**src/rtl/rqss_pkg.sv**
```systemverilog
package rqss_pkg;

	// Default depth of the ranking chain.
	localparam int unsigned MAX_ENTRIES_DEF = 64;

	// Reset value of the error threshold, Q0.16 (about 0.3).
	localparam logic [15:0] ERR_THR_RESET = 16'd19660;

	// Reciprocal of five in Q0.16, exact for the quotient of values up to 1024.
	localparam logic [13:0] RECIP5 = 14'd13108;

	// Power mode codes.
	localparam logic [2:0] MODE_STABLE      = 3'd0;
	localparam logic [2:0] MODE_CONSTRAINED = 3'd1;
	localparam logic [2:0] MODE_BATTERY     = 3'd2;

	// One ranked entry as held in a cell.
	typedef struct packed {
		logic [31:0]        id;
		logic signed [31:0] score;
		logic [15:0]        err;
	} entry_t;

	// Control broadcast to every cell of the chain.
	typedef struct packed {
		logic ins;
		logic drain;
	} cell_ctl_t;

	typedef enum logic {
		ST_LOAD,
		ST_DRAIN
	} state_t;

endpackage

```
**src/rtl/rqss_quota.sv**
```systemverilog
module rqss_quota #(
	parameter int unsigned CW = 7
) (
	input  logic [CW-1:0] n,
	input  logic [2:0]    mode,
	output logic [CW-1:0] quota
);
	import rqss_pkg::*;

	logic [CW+1:0]  n4;
	logic [CW+15:0] prod;
	logic [CW-1:0]  q45;

	// Four fifths of n: 4n times the reciprocal of five, then drop the fraction.
	assign n4   = {n, 2'b00};
	assign prod = (CW+16)'(n4) * (CW+16)'(RECIP5);
	assign q45  = prod[CW+15:16];

	// Quota per power mode; critical and unknown modes keep a single entry.
	always_comb begin
		unique case (mode)
			MODE_STABLE:      quota = n;
			MODE_CONSTRAINED: quota = q45;
			MODE_BATTERY:     quota = n >> 1;
			default:          quota = CW'(1);
		endcase
	end

endmodule

```
**config.mk**
```make
export PLATFORM = sky130hd
export DESIGN_NAME = rqss_quota
export DESIGN_NICKNAME = d
export VERILOG_FILES = /design/src/rtl/rqss_pkg.sv /design/src/rtl/rqss_quota.sv
export SDC_FILE = /design/constraint.sdc
export NUM_CORES = 1
export LEC_CHECK = 0
export BUFFER_PORTS_ARGS = -buffer_cell sky130_fd_sc_hd__buf_4
export CORE_MARGIN = 2
export CORE_UTILIZATION = 40
export DETAILED_ROUTE_END_ITERATION = 8
export GPL_TIMING_DRIVEN = 0
export PLACE_DENSITY = 0.63
export SYNTH_ARGS = -nofsm -noshare
export SYNTH_HDL_FRONTEND = slang
export SYNTH_SLANG_ARGS = --single-unit
```
**constraint.sdc**
```tcl
create_clock -name vclk -period 5.9
set_input_delay 1.475 -clock vclk [all_inputs]
set_output_delay 1.475 -clock vclk [all_outputs]
set_load 0.01 [all_outputs]
```
==> out/results.tsv <==
stage	metric	value	unit
outcome	status	complete, but fails checks	
outcome	violations	setup timing	
drt	wl_per_cell	15.1	µm
drt	viasPerCell	5.48	
yosys	syn_nets	237	
yosys	ys_seq_area_share	0	%
yosys	synth_top_area_cell	ha_1	
yosys	ys_top_cells_by_area	ha_1 (37%), fa_1 (14%), inv_1 (7.9%), a21oi_1 (3.8%), nand2_1 (3.3%)	
sta	fmax	162	MHz
run	drv_cap	0	
global_route	grt_max_degree	11	
sta	fin_crit	6170	ps
place	numPortBuffers	16	
cells_and_area	clkbuf_count	0	
die	ioPinCount	17	
pwr	irDropWorstVdd	0.000132	V
cells_and_area	syn_to_final_growth	33.2	%
global_route	grt.overflow.total	0	
die	die_h	64.5	µm
setup_path	cp_cell_sequence	buf_4 > ha_1 > inv_1 > fa_1 > inv_1 > ha_1 > ha_1 > ha_1 > buf_2 > a21oi_2 > o21ai_2 > and3_1 > o31a_1 > o31ai_2 > buf_4	
drt	drc	0	
global_route	first_global_vias	1375	
cells_and_area	fillers	311	
yosys	synth.top_cell.area_share	36.7	%
place	dp.cells	236	
cells_and_area	layoutNonFillerInstCount	243	
setup_path	worstPathRequired	4430	ps
sta	hold_violations	0	
yosys	syn_inst	174	
sta	finalMaxSlewViolations	0	
cells_and_area	drive_above_1_share	33.5	%
sta	finalCritPeriodShare	105	%
sta	setup_violations	7	
sta	rsz0062_at_grt	yes	
drt	wirelength	3680	µm
setup_path	worstSetupEndpointType	output port	
pwr	fin_total_pwr	0.431	mW
setup_path	crit_path_top_delay_cell	fa_1	
setup_path	crit_path_frequent_cell	ha_1	
place	place.gp.congestion	0.905	
cells_and_area	regArea	0	µm²
setup_path	setup.worst_path.class	in2out	
place	dp.final_hpwl	3010	µm
cells_and_area	diodes	0	
sta	slew-limit-headroom	67.8	%
setup_path	crit_path_start_kind	input pin	
cells_and_area	fin_nets	262	
global_route	antenna_found_initial	0	
yosys	yosysUniqueCellTypes	45	
sta	worst_slack	-271	ps
setup_path	crit_arrival	4700	ps
global_route	grt_use_total	19.1	%
setup_path	worstPathMaxFanout	9	
drt	antenna_left	0	
hold_path	hold_class	in2out	
global_route	grt_first_pass_wirelength	6440	µm
pwr	power.density	221	nW/µm²
sta	worstMarginPinSlew	483	ps
die	die_x	64.5	µm
yosys	netlist_area	1470	µm²
drt	first_pass_iters	4	
cells_and_area	seq_cells	0	
yosys	synth_area_per_cell	8.43	µm²
cells_and_area	final_cell_mix	inv_1 (29), ha_1 (29), buf_4 (21)	
drt	drt_iter0_markers	36	
drt	num_vias	1331	
yosys	ys_warn_count	0	
die	dieArea	4170	µm²
place	dp_slack	-529	ps
clocking	cts.hold.buffers_added	0	
die	initial_core_util	42.9	%
setup_path	slowest_delay	480	ps
pwr	leakagePower	0.902	nW
die	rows	21	
die	coreArea	3420	µm²
## Yosys cell counts (all sizes together), types with 2 or more instances
library cell  instances
a211oi                2
mux2i                 4
o31a                  2
o31ai                 5
nor4                  2
ha                   43
and3                  2
a21oi                13
nor3                  3
buf                   3
o21ai                 6
nand2                13
inv                  32
o21a                  3
fa                   10
nor2                  3
nand4                 3
or3                   3
## area by class of cell
class	count	area (µm²)	share of cell area, %
Multi-Input combinational cell	138	1560	80.1
Timing Repair Buffer	23	193	9.87
Inverter	33	124	6.34
Tap cell	46	57.6	2.95
Buffer	3	15.0	0.769
## per-stage QoR
step                      TNS (ps)  instance area [µm²]  hold slack [ps]  util [%]
final                        -1680                 1950             3300      57.2
after global routing         -2800                 1950             3330      57.2
after CTS                    -1700                 1930             3310      56.6
after detailed placement     -2950                 1710             3300      50.0
after global placement       -2650                 1710             3290      50.0
after floorplan              -22.1                 1530             3050         -
## repair_timing
action | 4_1_cts | 5_1_grt
endpoints found under the setup margin | 7 | 7
pin swaps | 10 | 4
resized for setup | 29 | 2
buffers inserted | 6 | 1
gates cloned | 0 | 0
## power breakdown
part	internal, mW	leakage, nW	switching, mW
clock network	0	0	0
logic	0.197	0.902	0.234
registers	0	0	0
## worst paths after layout
check / from / end / slack (ps) / cells after the start
worst min-delay path: mode[0] / quota[4] / 3300 / 3
worst max-delay path: n[2] / quota[5] / -270 / 15
## routing by layer
layer / wire (µm) / vias to the layer above / share of wire (%) / global-route usage [%]
met2: 1840 / 35 / 50 / 35.3
met1: 1640 / 623 / 45 / 24.5
met5: 0 / - / 0 / 0
met4: 32 / 0 / 0.87 / 1.86
met3: 163 / 4 / 4.4 / 2.26
li1: - / 669 / - / -
## cells by family after synthesis
family                   count (synthesis)  synth area share (%)
AND/OR/NAND/NOR                         37                  13.8
multiplexers                             5                  3.50
XOR/XNOR                                 2                  1.19
buffers and inverters                   36                  9.47
AO/OA/AOI/OAI                           41                  21.7
adder cells (fa/ha/maj)                 53                  50.3
## critical path, delay by kind of cell
family | cells | cell delay, ps
adders and majority gates | 5 | 1660
and+or+nand+nor | 1 | 200
buffers and inverters | 5 | 610
AOI/OAI and AO/OA | 4 | 750
(Power assumes the default switching activity.)
