$ cat src/rtl/rqss_pkg.sv
package rqss_pkg;

	// Default depth of the ranking chain.
	localparam int unsigned MAX_ENTRIES_DEF = 64;

	// Reset value of the error threshold, Q0.16 (about 0.3).
	localparam logic [15:0] ERR_THR_RESET = 16'd19660;

	// Reciprocal of five in Q0.16, exact for the quotient of values up to 1024.
	localparam logic [13:0] RECIP5 = 14'd13108;

	// Power mode codes.
	localparam logic [2:0] MODE_STABLE      = 3'd0;
	localparam logic [2:0] MODE_CONSTRAINED = 3'd1;
	localparam logic [2:0] MODE_BATTERY     = 3'd2;

	// One ranked entry as held in a cell.
	typedef struct packed {
		logic [31:0]        id;
		logic signed [31:0] score;
		logic [15:0]        err;
	} entry_t;

	// Control broadcast to every cell of the chain.
	typedef struct packed {
		logic ins;
		logic drain;
	} cell_ctl_t;

	typedef enum logic {
		ST_LOAD,
		ST_DRAIN
	} state_t;

endpackage

$ cat src/rtl/rqss_cell.sv
module rqss_cell #(
	parameter int unsigned IDX = 0,
	parameter int unsigned CW  = 7
) (
	input  logic               clk,
	input  rqss_pkg::cell_ctl_t ctl,
	input  logic [CW-1:0]      count,
	input  rqss_pkg::entry_t   new_ent,
	input  rqss_pkg::entry_t   prev_ent,
	input  logic               prev_moves,
	input  rqss_pkg::entry_t   next_ent,
	output rqss_pkg::entry_t   ent_q,
	output logic               moves
);
	import rqss_pkg::*;

	logic occ;

	// The cell is occupied when its position lies below the fill count.
	assign occ = CW'(IDX) < count;

	// The new entry goes ahead of this cell when the cell is empty or scores lower.
	// Equal scores stay ahead, so arrival order is kept on ties.
	assign moves = !occ || (ent_q.score < new_ent.score);

	// Insertion shifts towards the tail; draining shifts towards the head.
	always_ff @(posedge clk) begin
		if (ctl.drain) begin
			ent_q <= next_ent;
		end else if (ctl.ins && moves) begin
			if (prev_moves) begin
				ent_q <= prev_ent;
			end else begin
				ent_q <= new_ent;
			end
		end
	end

endmodule

$ cat config.mk
export PLATFORM = sky130hd
export DESIGN_NAME = rqss_cell
export DESIGN_NICKNAME = d
export VERILOG_FILES = /design/src/rtl/rqss_pkg.sv /design/src/rtl/rqss_cell.sv
export SDC_FILE = /design/constraint.sdc
export NUM_CORES = 1
export LEC_CHECK = 0
export ABC_CLOCK_PERIOD_IN_PS = 5700
export BUFFER_PORTS_ARGS = -buffer_cell sky130_fd_sc_hd__buf_4
export CORE_MARGIN = 2
export CORE_UTILIZATION = 30
export CTS_CLUSTER_DIAMETER = 200
export CTS_CLUSTER_SIZE = 14
export DETAILED_ROUTE_END_ITERATION = 16
export GPL_ROUTABILITY_DRIVEN = 0
export SETUP_SLACK_MARGIN = 0.5
export SYNTH_ARGS = -nofsm -noshare
export SYNTH_HDL_FRONTEND = slang
export SYNTH_SLANG_ARGS = --single-unit
$ cat constraint.sdc
create_clock -name clk -period 5.7 [get_ports clk]
set_input_delay 1.14 -clock clk [delete_from_list [all_inputs] [get_ports clk]]
set_output_delay 1.14 -clock clk [all_outputs]
set_load 0.05 [all_outputs]
==> results by group <==
Status
  • Outcome: finished clean

Critical path
  • Crit end category: output port
  • Max stage delay on crit path: 290 ps
  • Crit path kind: in2out
  • Max FO, Critical Path: 2
  • Slowest cell on crit path: ha_1
  • CP cell instances: buf_4, inv_1, ha_1, a211o_1, a31oi_1, o311a_1, o41ai_2, a31oi_1, mux2i_1, buf_4
  • Crit path max-delay family: compound AO/OA/AOI/OAI gates
  • Worst Path Buf+Inv: 3
  • Cell depth of the worst setup path: 10
  • Critical path required time: 4560 ps
  • Worst reg2reg path depth: 8
  • Worst Path Arrival: 3000 ps
  • Setup crit start kind: primary input
  • R2r setup slk: 2840 ps

Drt
  • 1st-iter DRT viols: 153
  • Final WL: 15600 um
  • Vias per inst: 4.57
  • Post-DRT Antenna Nets: 0
  • Remaining DRCs: 0
  • DR pass1 iterations: 4
  • Wire length per cell: 15.5 um
  • Via count: 4593

Layout
  • Max reg flops: 80
  • Share of layout cells above drive strength 1: 0.446
  • Most common cell after layout, fill and taps aside: buf_4
  • Top reg by flops: ent_q
  • Layout Nets: 1068
  • Post-route cell area: 7810 sq um
  • Layout fillers: 1556
  • Diodes inserted: 0
  • Synthesis-to-finish area growth: 60.1%
  • Regs by FF count: ent_q (80)
  • Commonest non-fill, non-tap cells in the layout: buf_4, nand2_1, o21ai_0, mux2i_1, edfxtp_1

Global routing
  • GRT Total Usage: 0.179
  • Initial antenna violation count: 0
  • Number of global-route vias before repair: 4913
  • Grt ovf: 0
  • Pin count of the biggest net entering global routing: 98
  • First-pass GRT wire length: 24500 um

STA
  • Final setup fails: 0
  • Final clock skew: 5.74 ps
  • Final worst-path cycle share: 0.726
  • Worst Max-Slew Pin Slew: 845 ps
  • RSZ-0062 raised after global routing: no
  • Slew Viols, Final: 0
  • Peak Freq: 242 MHz
  • Tmin final: 4140 ps
  • Setup Total Neg Slack: 0 ps
  • Rel. slew slack: 0.437
  • Final hold violation count: 0

Yosys
  • Syn_area_per_cell: 10.4 sq um
  • Mapped Cells: 467
  • Register area share after synthesis: 0.492
  • Synth Register Bits: 80
  • Synthesized net count: 749
  • Ys async rst share: 0
  • Number of synthesized flops with an enable pin: 80
  • Unique masters post-synth: 29
  • Synth Cell Area: 4880 sq um
  • Ys flop type: edfxtp_1
  • YS warnings: 0

Floorplanning
  • DIE HEIGHT: 132 um
  • I/O Pins: 332
  • Core area: 15900 sq um
  • Width of the chip: 132 um
  • Die area: 17300 sq um
  • Initial Util: 0.307
  • Num rows: 46

Clock network
  • # H-tree levels: 3
  • Clk Latency, worst-skew pair: 340 ps
  • Clk sinks: 80
  • Post_cts resized: 0
  • Num CTS Buffers: 9
  • Cts hold-fix bufs: 0
  • Clock Path Buffers: 2
  • Worst-path clk slew: 60 ps
  • Setup bufs post-CTS: 0
  • Root Buffer: clkbuf_16
  • TritonCTS clock tree: done

Run
  • Maxcap violations: 0

Placement
  • Number of port buffers: 331
  • DP Area: 7560 sq um
  • HPWL Detailed: 12600 um

Pwr
  • Cell Pwr Density: 287 nW/um^2
  • VDD IR max: 0.000126 V
  • Lkg Pwr: 3.83 nW

Worst hold path
  • Hold depth: 3
  • HP Class: in2reg
## kinds of logic (layout without fill, tap and decap cells)
family                   count (synthesis)  count (layout)  synth area share
adder cells (fa/ha/maj)                 31              31            0.0795
AO/OA/AOI/OAI                          106             106             0.116
multiplexers                            81              81             0.166
flip-flops                              80              80             0.492
buffers and inverters                   59             382            0.0477
AND/OR/NAND/NOR                        110             110            0.0979
## through the flow
stage	setup WS (ps)	hold WS, ps	util	instances	power (W)
final	1560	1070	0.492	1006	0.00224
after global routing	1420	1080	0.492	1006	0.00236
after CTS	1540	1060	0.492	1006	0.00227
after detailed placement	1550	1420	0.476	991	0.00176
after global placement	1580	1420	0.476	991	0.00174
after floorplan	951	1330	-	467	0.00139
## path summary, 6_finish.rpt
check	startpoint	end
hold / removal	next_ent[77]	ent_q[77]
hold reg to reg	ent_q[47]	ent_q[47]
setup reg to reg	ent_q[47]	ent_q[74]
setup / recovery	new_ent[18]	moves
## tightest hold or removal path: cells and delay by family
family          cells  cell delay [ps]
simple gates        1               30
buf+inv             1               70
compound gates      1               50
## where the power goes
part / switching (W) / leakage (nW) / internal [W] / total (W)
clock: 0.000224 / 0.123 / 0.000288 / 0.000512
combinational: 0.000586 / 2.90 / 0.000324 / 0.000910
sequential: 0.0000393 / 0.804 / 0.000782 / 0.000821
total: 0.000850 / 3.83 / 0.00139 / 0.00224
## synth_stat cells, types with 2 or more instances
cell,n,area [sq um]
a21oi_1,12,60.1
a31oi_1,2,12.5
buf_2,9,45.0
clkbuf_1,18,67.6
edfxtp_1,80,2400
ha_1,31,388
inv_1,32,120
mux2i_1,81,811
nand2_1,90,338
nand3_1,2,10.0
nand4_1,4,25.0
nor2_1,5,18.8
nor4_1,2,12.5
o21ai_0,84,420
## layout make-up
type,count,area (sq um),area share
repair buffers,335,2510,0.322
flip-flops and latches,80,2400,0.307
multi-input cells,328,2250,0.288
well taps,216,270,0.0346
clock buffers,10,229,0.0293
inverters,32,120,0.0154
clock inverters,5,25.0,0.00320
## metal layers
metal | global-route usage | part of all wire
met5 | 0 | 0
met4 | 0.0664 | 0.021
met3 | 0.0575 | 0.082
met2 | 0.337 | 0.54
met1 | 0.182 | 0.36
No activity file was read; power rests on OpenSTA's default activity.
